## src/rtl/tsrq_pkg.sv

```systemverilog
// Shared constants, codes and control types of the task slot ready queue.
`timescale 1ns / 1ps
`default_nettype none
package tsrq_pkg;

  localparam int NUM_SLOTS = 128;
  localparam int SLOT_W    = $clog2(NUM_SLOTS);
  localparam int GRP_W     = 8;
  localparam int NUM_GRP   = NUM_SLOTS / GRP_W;
  localparam int GRP_SEL_W = $clog2(NUM_GRP);
  localparam int GRP_BIT_W = $clog2(GRP_W);
  localparam int STATUS_W  = 3;

  typedef enum logic [1:0] {
    ACT_CREATE = 2'd0,
    ACT_REMOVE = 2'd1,
    ACT_BLOCK  = 2'd2,
    ACT_WAKE   = 2'd3
  } action_e;

  typedef enum logic [STATUS_W-1:0] {
    ST_OK      = 3'd0,
    ST_FULL    = 3'd1,
    ST_BADSLOT = 3'd2,
    ST_NOTBLK  = 3'd3,
    ST_NOTRUN  = 3'd4
  } status_e;

  typedef enum logic [2:0] {
    S_IDLE   = 3'd0,
    S_SCAN   = 3'd1,
    S_EXEC   = 3'd2,
    S_UNLINK = 3'd3,
    S_OUT    = 3'd4
  } state_e;

  typedef struct packed {
    logic load;
    logic scan;
    logic exec;
    logic unlink;
  } ctl_cmd_t;

  typedef struct packed {
    logic need_unlink;
  } dp_sts_t;

endpackage
`default_nettype wire

```

## src/rtl/tsrq_ram.sv

```systemverilog
// Generic single-write, single-read RAM with registered read data.
`timescale 1ns / 1ps
`default_nettype none
module tsrq_ram #(
  parameter int WIDTH = 8,
  parameter int DEPTH = 16
) (
  input  wire logic                     clk_i,
  input  wire logic                     we_i,
  input  wire logic [$clog2(DEPTH)-1:0] waddr_i,
  input  wire logic [WIDTH-1:0]         wdata_i,
  input  wire logic [$clog2(DEPTH)-1:0] raddr_i,
  output      logic [WIDTH-1:0]         rdata_o
);

  logic [WIDTH-1:0] mem_q [DEPTH];

  always_ff @(posedge clk_i) begin
    if (we_i) begin
      mem_q[waddr_i] <= wdata_i;
    end
    rdata_o <= mem_q[raddr_i];
  end

endmodule
`default_nettype wire

```

## src/rtl/tsrq_ctrl.sv

```systemverilog
// Sequencing state machine of the task slot ready queue.
`timescale 1ns / 1ps
`default_nettype none
module tsrq_ctrl
  import tsrq_pkg::*;
(
  input  wire logic     clk_i,
  input  wire logic     rst_ni,
  input  wire logic     in_valid_i,
  output      logic     in_stall_o,
  output      logic     out_valid_o,
  input  wire logic     out_stall_i,
  input  wire dp_sts_t  sts_i,
  output      ctl_cmd_t cmd_o
);

  state_e state_q, state_d;

  always_ff @(posedge clk_i or negedge rst_ni) begin
    if (!rst_ni) begin
      state_q <= S_IDLE;
    end else begin
      state_q <= state_d;
    end
  end

  always_comb begin
    state_d = state_q;
    case (state_q)
      S_IDLE:   if (in_valid_i) state_d = S_SCAN;
      S_SCAN:   state_d = S_EXEC;
      S_EXEC:   state_d = sts_i.need_unlink ? S_UNLINK : S_OUT;
      S_UNLINK: state_d = S_OUT;
      S_OUT:    if (!out_stall_i) state_d = S_IDLE;
      default:  state_d = S_IDLE;
    endcase
  end

  always_comb begin
    in_stall_o  = (state_q != S_IDLE);
    out_valid_o = (state_q == S_OUT);
    cmd_o.load   = (state_q == S_IDLE) && in_valid_i;
    cmd_o.scan   = (state_q == S_SCAN);
    cmd_o.exec   = (state_q == S_EXEC);
    cmd_o.unlink = (state_q == S_UNLINK);
  end

  a_out_after_work: assert property (@(posedge clk_i) disable iff (!rst_ni)
    $rose(out_valid_o) |-> ($past(state_q) == S_EXEC || $past(state_q) == S_UNLINK))
    else $error("result beat without execution");
  a_unlink_from_exec: assert property (@(posedge clk_i) disable iff (!rst_ni)
    cmd_o.unlink |-> $past(state_q) == S_EXEC)
    else $error("unlink out of sequence");
  a_hold_result: assert property (@(posedge clk_i) disable iff (!rst_ni)
    out_valid_o && out_stall_i |=> out_valid_o)
    else $error("stalled result dropped");

endmodule
`default_nettype wire

```

## src/rtl/tsrq_dp.sv

```systemverilog
// Datapath: slot table, ready queue links, blocked set and running task.
`timescale 1ns / 1ps
`default_nettype none
module tsrq_dp
  import tsrq_pkg::*;
(
  input  wire logic                clk_i,
  input  wire logic                rst_ni,
  input  wire ctl_cmd_t            cmd_i,
  output      dp_sts_t             sts_o,
  input  wire logic [1:0]          action_i,
  input  wire logic [SLOT_W-1:0]   task_id_i,
  output      logic [STATUS_W-1:0] status_o,
  output      logic [SLOT_W-1:0]   slot_given_o,
  output      logic [SLOT_W-1:0]   running_slot_o,
  output      logic                running_is_idle_o
);

  action_e                action_q;
  logic [SLOT_W-1:0]      id_q;
  logic [NUM_SLOTS-1:0]   used_q, used_d, ready_q, ready_d, blocked_q, blocked_d;
  logic [SLOT_W-1:0]      head_q, head_d, tail_q, tail_d, running_q, running_d;
  logic                   empty_q, empty_d, idle_q, idle_d;
  logic [SLOT_W-1:0]      sel_q, sel_d, given_q, given_d;
  status_e                status_q, status_d;
  logic [NUM_GRP-1:0]     grp_free_q, grp_free_d;
  logic [GRP_BIT_W-1:0]   grp_idx_q [NUM_GRP];
  logic [GRP_BIT_W-1:0]   grp_idx_d [NUM_GRP];

  logic                   nx_we, pv_we;
  logic [SLOT_W-1:0]      nx_waddr, nx_wdata, pv_waddr, pv_wdata, rd_addr;
  logic [SLOT_W-1:0]      nx_rdata, pv_rdata;

  logic                   found;
  logic [GRP_SEL_W-1:0]   fgrp;
  logic [SLOT_W-1:0]      free_slot, enq_slot;
  logic                   do_enq, new_empty;
  logic [SLOT_W-1:0]      new_head;

  // Group scan: one free flag and first free index per group of slots.
  always_comb begin
    for (int g = 0; g < NUM_GRP; g++) begin
      grp_free_d[g] = ~&used_q[g*GRP_W +: GRP_W];
      grp_idx_d[g]  = '0;
      for (int b = GRP_W - 1; b >= 0; b--) begin
        if (!used_q[g*GRP_W + b]) grp_idx_d[g] = GRP_BIT_W'(b);
      end
    end
  end

  always_comb begin
    found = 1'b0;
    fgrp  = '0;
    for (int g = NUM_GRP - 1; g >= 0; g--) begin
      if (grp_free_q[g]) begin
        found = 1'b1;
        fgrp  = GRP_SEL_W'(g);
      end
    end
    free_slot = SLOT_W'({fgrp, grp_idx_q[fgrp]});
  end

  assign rd_addr = (action_q == ACT_BLOCK) ? running_q : id_q;

  always_comb begin
    used_d    = used_q;
    ready_d   = ready_q;
    blocked_d = blocked_q;
    head_d    = head_q;
    tail_d    = tail_q;
    empty_d   = empty_q;
    running_d = running_q;
    idle_d    = idle_q;
    sel_d     = sel_q;
    given_d   = given_q;
    status_d  = status_q;
    nx_we     = 1'b0;
    pv_we     = 1'b0;
    nx_waddr  = tail_q;
    nx_wdata  = '0;
    pv_waddr  = '0;
    pv_wdata  = tail_q;
    sts_o.need_unlink = 1'b0;
    do_enq    = 1'b0;
    enq_slot  = (action_q == ACT_CREATE) ? free_slot : id_q;
    new_empty = empty_q;
    new_head  = head_q;

    if (cmd_i.exec) begin
      status_d = ST_OK;
      given_d  = id_q;
      case (action_q)
        ACT_CREATE: begin
          given_d = '0;
          if (!found) begin
            status_d = ST_FULL;
          end else begin
            used_d[free_slot]    = 1'b1;
            blocked_d[free_slot] = 1'b0;
            given_d = free_slot;
            do_enq  = 1'b1;
          end
        end
        ACT_REMOVE: begin
          if (!used_q[id_q]) begin
            status_d = ST_BADSLOT;
          end else begin
            blocked_d[id_q] = 1'b0;
            used_d[id_q]    = 1'b0;
            sel_d = id_q;
            sts_o.need_unlink = 1'b1;
          end
        end
        ACT_BLOCK: begin
          if (idle_q) begin
            status_d = ST_NOTRUN;
            given_d  = '0;
          end else begin
            given_d = running_q;
            blocked_d[running_q] = 1'b1;
            sel_d = running_q;
            sts_o.need_unlink = 1'b1;
          end
        end
        ACT_WAKE: begin
          if (!used_q[id_q]) begin
            status_d = ST_BADSLOT;
          end else if (!blocked_q[id_q]) begin
            status_d = ST_NOTBLK;
          end else begin
            blocked_d[id_q] = 1'b0;
            do_enq = 1'b1;
          end
        end
        default: status_d = ST_OK;
      endcase

      if (do_enq) begin
        if (empty_q) begin
          head_d  = enq_slot;
          empty_d = 1'b0;
        end else begin
          nx_we    = 1'b1;
          nx_waddr = tail_q;
          nx_wdata = enq_slot;
          pv_we    = 1'b1;
          pv_waddr = enq_slot;
          pv_wdata = tail_q;
        end
        tail_d = enq_slot;
        ready_d[enq_slot] = 1'b1;
        if (idle_q) begin
          running_d = enq_slot;
          idle_d    = 1'b0;
        end
      end
    end

    if (cmd_i.unlink) begin
      if (ready_q[sel_q]) begin
        if (sel_q == head_q && sel_q == tail_q) begin
          new_empty = 1'b1;
          new_head  = '0;
          tail_d    = '0;
        end else if (sel_q == head_q) begin
          new_head = nx_rdata;
        end else if (sel_q == tail_q) begin
          tail_d = pv_rdata;
        end else begin
          nx_we    = 1'b1;
          nx_waddr = pv_rdata;
          nx_wdata = nx_rdata;
          pv_we    = 1'b1;
          pv_waddr = nx_rdata;
          pv_wdata = pv_rdata;
        end
        ready_d[sel_q] = 1'b0;
      end
      head_d  = new_head;
      empty_d = new_empty;
      if (!idle_q && running_q == sel_q) begin
        if (new_empty) begin
          idle_d    = 1'b1;
          running_d = '0;
        end else begin
          running_d = new_head;
        end
      end
    end
  end

  always_ff @(posedge clk_i) begin
    if (cmd_i.load) begin
      action_q <= action_e'(action_i);
      id_q     <= task_id_i;
    end
    if (cmd_i.scan) begin
      grp_free_q <= grp_free_d;
      grp_idx_q  <= grp_idx_d;
    end
    sel_q    <= sel_d;
    given_q  <= given_d;
    status_q <= status_d;
  end

  always_ff @(posedge clk_i or negedge rst_ni) begin
    if (!rst_ni) begin
      used_q    <= '0;
      ready_q   <= '0;
      blocked_q <= '0;
      head_q    <= '0;
      tail_q    <= '0;
      empty_q   <= 1'b1;
      running_q <= '0;
      idle_q    <= 1'b1;
    end else begin
      used_q    <= used_d;
      ready_q   <= ready_d;
      blocked_q <= blocked_d;
      head_q    <= head_d;
      tail_q    <= tail_d;
      empty_q   <= empty_d;
      running_q <= running_d;
      idle_q    <= idle_d;
    end
  end

  tsrq_ram #(.WIDTH(SLOT_W), .DEPTH(NUM_SLOTS)) u_next_ram (
    .clk_i   (clk_i),
    .we_i    (nx_we),
    .waddr_i (nx_waddr),
    .wdata_i (nx_wdata),
    .raddr_i (rd_addr),
    .rdata_o (nx_rdata)
  );

  tsrq_ram #(.WIDTH(SLOT_W), .DEPTH(NUM_SLOTS)) u_prev_ram (
    .clk_i   (clk_i),
    .we_i    (pv_we),
    .waddr_i (pv_waddr),
    .wdata_i (pv_wdata),
    .raddr_i (rd_addr),
    .rdata_o (pv_rdata)
  );

  assign status_o          = status_q;
  assign slot_given_o      = given_q;
  assign running_slot_o    = running_q;
  assign running_is_idle_o = idle_q;

  a_idle_empty: assert property (@(posedge clk_i) disable iff (!rst_ni)
    idle_q |-> empty_q && running_q == '0)
    else $error("idle while ready queue holds tasks");
  a_running_ready: assert property (@(posedge clk_i) disable iff (!rst_ni)
    !idle_q |-> ready_q[running_q])
    else $error("running task not in ready queue");
  a_empty_ends: assert property (@(posedge clk_i) disable iff (!rst_ni)
    empty_q |-> head_q == '0 && tail_q == '0 && ready_q == '0)
    else $error("empty queue with live links");

endmodule
`default_nettype wire

```

## src/rtl/task_slot_ready_queue_core.sv

```systemverilog
// Top level of the task slot ready queue: controller plus datapath.
// Sequence: accept, group scan, execute, then the result beat (create, wake, errors);
//   remove and block add an unlink state, which relinks through the link RAM read port.
// Next action accepted only after the result beat is taken; the receiver may stall it.
// Reset: asynchronous; all slots free, queue empty, idle running.
// Link RAMs need no clearing pass; entries are written before they are read.
`timescale 1ns / 1ps
`default_nettype none
module task_slot_ready_queue_core
  import tsrq_pkg::*;
(
  input  wire logic                clk_i,
  input  wire logic                rst_ni,
  input  wire logic                in_valid_i,
  output      logic                in_stall_o,
  input  wire logic [1:0]          action_i,
  input  wire logic [SLOT_W-1:0]   task_id_i,
  output      logic                out_valid_o,
  input  wire logic                out_stall_i,
  output      logic [STATUS_W-1:0] status_o,
  output      logic [SLOT_W-1:0]   slot_given_o,
  output      logic [SLOT_W-1:0]   running_slot_o,
  output      logic                running_is_idle_o
);

  ctl_cmd_t cmd;
  dp_sts_t  sts;

  tsrq_ctrl u_ctrl (
    .clk_i       (clk_i),
    .rst_ni      (rst_ni),
    .in_valid_i  (in_valid_i),
    .in_stall_o  (in_stall_o),
    .out_valid_o (out_valid_o),
    .out_stall_i (out_stall_i),
    .sts_i       (sts),
    .cmd_o       (cmd)
  );

  tsrq_dp u_dp (
    .clk_i             (clk_i),
    .rst_ni            (rst_ni),
    .cmd_i             (cmd),
    .sts_o             (sts),
    .action_i          (action_i),
    .task_id_i         (task_id_i),
    .status_o          (status_o),
    .slot_given_o      (slot_given_o),
    .running_slot_o    (running_slot_o),
    .running_is_idle_o (running_is_idle_o)
  );

endmodule
`default_nettype wire

```

## config.mk

```make
export PLATFORM = sky130hd
export DESIGN_NAME = task_slot_ready_queue_core
export DESIGN_NICKNAME = d
export VERILOG_FILES = /design/src/rtl/tsrq_pkg.sv /design/src/rtl/tsrq_ram.sv /design/src/rtl/tsrq_ctrl.sv /design/src/rtl/tsrq_dp.sv /design/src/rtl/task_slot_ready_queue_core.sv
export SDC_FILE = /design/constraint.sdc
export NUM_CORES = 2
export LEC_CHECK = 0
export ABC_AREA = 1
export BUFFER_PORTS_ARGS = -buffer_cell sky130_fd_sc_hd__clkbuf_2
export CORE_AREA = 2 2 406 408
export DETAILED_ROUTE_END_ITERATION = 7
export DIE_AREA = 0 0 408 410
export PLACE_DENSITY = 0.9
export SETUP_SLACK_MARGIN = 0.1
export SYNTH_ARGS = -nofsm -noshare
export SYNTH_HDL_FRONTEND = slang
export SYNTH_HIERARCHICAL = 1
export SYNTH_SLANG_ARGS = --single-unit
```

## constraint.sdc

```tcl
create_clock -name clk_i -period 11.2 [get_ports clk_i]
set_input_delay 3.36 -clock clk_i [delete_from_list [all_inputs] [get_ports clk_i]]
set_output_delay 3.36 -clock clk_i [all_outputs]
set_load 0.1 [all_outputs]
```

==> impl_metrics.csv <==
group,metric,value,unit
synthesis,ys_async_sr_fraction,17.8,%
power,power.total,23.4,mW
sta,setup_viol_count_final,0,
floorplan,start_util,63.4,%
clock_network,cts_buffer_depth,3,
worst_setup_path,worst-path-max-fanout,62,
sta,drv_slew,0,
clock_network,cts_resized,0,
placed_design,io_buffers,32,
layout,nFillCells,10700,
synthesis,synth_edf_count,1882,
synthesis,synth_area,104000,sq um
clock_network,clk_latency,0.90,ns
floorplan,die-area,167000,sq um
detailed_routing,first_iter_violations,15400,
worst_setup_path,critPathTopFamily,"simple AND/OR/NAND/NOR gates",
clock_network,clk_pin_slew,0.07,ns
floorplan,die_x,408,um
worst_setup_path,crit_path_max_incr_delay,0.81,ns
clock_network,h-tree-depth,4,
layout,drive_gt1_share,6.32,%
worst_setup_path,path_buf_inv,5,
clock_network,numCtsBuffers,216,
status,failed_checks,"design-rule violations, max-capacitance violations",
floorplan,rows,149,
power,leakage,40.3,nW
layout,design_area,111000,sq um
grt,grt_pass1_wl,460000,um
synthesis,ys_seq_area_share,64.6,%
synthesis,synth_ff_type,"edfxtp_1",
worst_setup_path,required,11.69,ns
detailed_routing,drt-pass1-iter-count,8,
grt,grt_max_degree,233,
grt,grt.total_usage,35.7,%
sta,hold_viol,0,
worst_hold_path,hold_path_class,"flip-flop to flip-flop",
worst_setup_path,worstPathCellList,"inv_1, nand3_1, o22ai_1, o41ai_1, nand4_1, a21oi_1, nand2_1, nand2_2, inv_2, nand3_2, nand2_1, o22ai_4, buf_4, inv_1, nor3_1, nand2_1, buf_4, nor2_1",
flow_run,maxCapViolCount,1,
power,power_density,211,nW/um^2
sta,fin_worst_skew,0.0540,ns
floorplan,coreArea,163000,sq um
worst_hold_path,whs_path_depth,2,
clock_network,cts.sink_count,2306,
detailed_routing,post_drt_via_cell_ratio,6.79,
placed_design,hpwl,174000,um
placed_design,place_congestion,0.979,
grt,grt-ovfl-total,0,
floorplan,die_height,410,um
clock_network,hold_buffers,0,
detailed_routing,wl_per_cell,25.2,um
worst_setup_path,path_class,"flip-flop to flip-flop",
worst_setup_path,arrival,8.45,ns
worst_setup_path,reg2regPathDepth,18,
sta,clock.fmax,126,MHz
detailed_routing,drt-total-wl,306000,um
clock_network,post_cts_buffers,0,
synthesis,synth_warnings,6,
layout,nNetsFinal,9774,
worst_setup_path,cpMostUsedCell,"nand2_1",
power,ir_worst_vdd,237,uV
clock_network,cts_root_buf,"clkbuf_16",
synthesis,synth_nets,10100,
detailed_routing,drc,84,
sta,setup_tns,0,ns
layout,final_cell_mix,"2,701 x nand2_1, 1,882 x edfxtp_1, 1,870 x nand3_1",
worst_setup_path,end_kind,"flip-flop",
status,status,"complete, but fails checks",
sta,max_slew_margin,0.648,%
synthesis,postSynthAreaPerCell,10.3,sq um
sta,post-route-min-period,7.96,ns
layout,syn2layout_area_growth,7.12,%
worst_setup_path,cp-start-kind,"flip-flop",
grt,grt_antenna_before_repair,9,
synthesis,syn_inst,10000,
sta,fin_crit_sh,71.1,%
sta,rsz0062_at_grt,"false",
layout,layout_commonest_cell,"nand2_1",
synthesis,ys_ff_latch,2306,
grt,grt_pass1_vias,79600,
worst_setup_path,path_depth,18,
detailed_routing,vias,82400,
placed_design,post_dp_cell_area,104000,sq um
synthesis,synth_cell_type_count,66,
placed_design,dp_cells,11700,
floorplan,ios,33,
worst_setup_path,cp_slowest_cell,"nand3_1",
clock_network,cts_tree,"yes",
detailed_routing,drtAntennaViolNets,0,
sta,worst_pin_slew,1.49,ns
layout,fin_cells,12100,
==> worst register-to-register path: stages (launching register included) <==
cell      delay, ns
edfxtp_1       0.57
inv_1          0.20
nand3_1        0.81
o22ai_1        0.23
o41ai_1        0.65
nand4_1        0.16
a21oi_1        0.20
nand2_1        0.17
nand2_2        0.32
inv_2          0.23
nand3_2        0.61
nand2_1        0.60
o22ai_4        0.25
buf_4          0.69
inv_1          0.23
nor3_1         0.30
nand2_1        0.43
buf_4          0.39
nor2_1         0.55
==> sequential cells by signal (all words and copies together), names as in the netlist, 16 cells and up <==
signal                 cells
u_dp/used_q              128
u_dp/grp_idx_q            48
u_dp/ready_q             128
u_dp/u_next_ram/mem_q    896
u_dp/u_prev_ram/mem_q    896
u_dp/grp_free_q           16
u_dp/blocked_q           128
==> where the power goes <==
group / total, mW / switching (mW) / internal, mW
sequential: 10.1 / 0.111 / 9.94
combinational: 5.83 / 4.66 / 1.17
clock: 7.53 / 3.32 / 4.21
total: 23.4 / 8.09 / 15.3
==> routing by layer <==
layer	global-route usage [%]	vias to the layer above	part of all wire, %
li1	-	34500	-
met1	44.7	38200	33
met2	55.0	7923	45
met3	9.71	1852	15
met4	23.7	12	7.6
met5	0	-	0.025
==> final timing paths <==
| kind | start | end | slack (ns) |
|---|---|---|---|
| max | u_dp/sel_q[1] | u_dp/u_prev_ram/mem_q[70][1] | 3.24 |
| min | u_dp/ready_q[10] | u_dp/ready_q[10] | 0.52 |
| max reg2reg | u_dp/sel_q[1] | u_dp/u_prev_ram/mem_q[70][1] | 3.24 |
| min reg2reg | u_dp/ready_q[10] | u_dp/ready_q[10] | 0.52 |
| max in group asynchronous | rst_ni | u_dp/ready_q[70] | 7.09 |
| min in group asynchronous | rst_ni | u_dp/blocked_q[37] | 2.54 |
==> synthesized netlist by cell type (41+ instances only) <==
master	number	share of area, %
buf_2	221	1.1
a21boi_0	41	0.30
o21ai_0	224	1.1
clkbuf_1	154	0.56
nand4_1	53	0.32
o31ai_1	131	0.95
buf_4	87	0.63
a21oi_1	337	1.6
dfrtp_1	408	9.8
nor2_1	561	2.0
nor3_1	142	0.69
nand3_1	1872	9.0
buf_6	125	1.4
o21ai_1	58	0.28
o22ai_1	128	0.77
a2bb2oi_1	63	0.53
edfxtp_1	1882	54
nand2_1	2703	9.8
inv_1	491	1.8
==> area by class of cell <==
class / instances / area (sq um) / area share [%]
tap: 2189 / 2740 / 2.46
sequential: 2306 / 67100 / 60.3
timing repair buffer: 132 / 996 / 0.896
clock buffer: 258 / 5640 / 5.07
inverter: 524 / 2020 / 1.82
multi-input combinational: 6577 / 31000 / 27.9
antenna: 3 / 7.51 / 0.00676
clock inverter: 146 / 1710 / 1.54
==> through the flow <==
stage               utilization (%)  hold WS, ns  worst slack, ns
floorplan                         -        0.439             2.37
global placement               63.5        0.500             3.88
detailed placement             63.5        0.512             3.67
CTS                            68.0        0.522             3.59
global route                   68.0        0.537             2.95
finish                         68.0        0.523             3.24
==> cells by family (layout without fill, tap and decap cells) <==
kind of cell,count (synthesis),after routing,synth area share (%)
AND/OR/NAND/NOR,5445,5445,22.8
other,0,3,0
flip-flops,2306,2306,64.6
adder cells (fa/ha/maj),4,4,0.0482
AO/OA/AOI/OAI,1116,1116,6.59
multiplexers,3,3,0.0326
XOR/XNOR,9,9,0.0760
buffers and inverters,1156,1060,5.77
(Power assumes the default switching activity.)
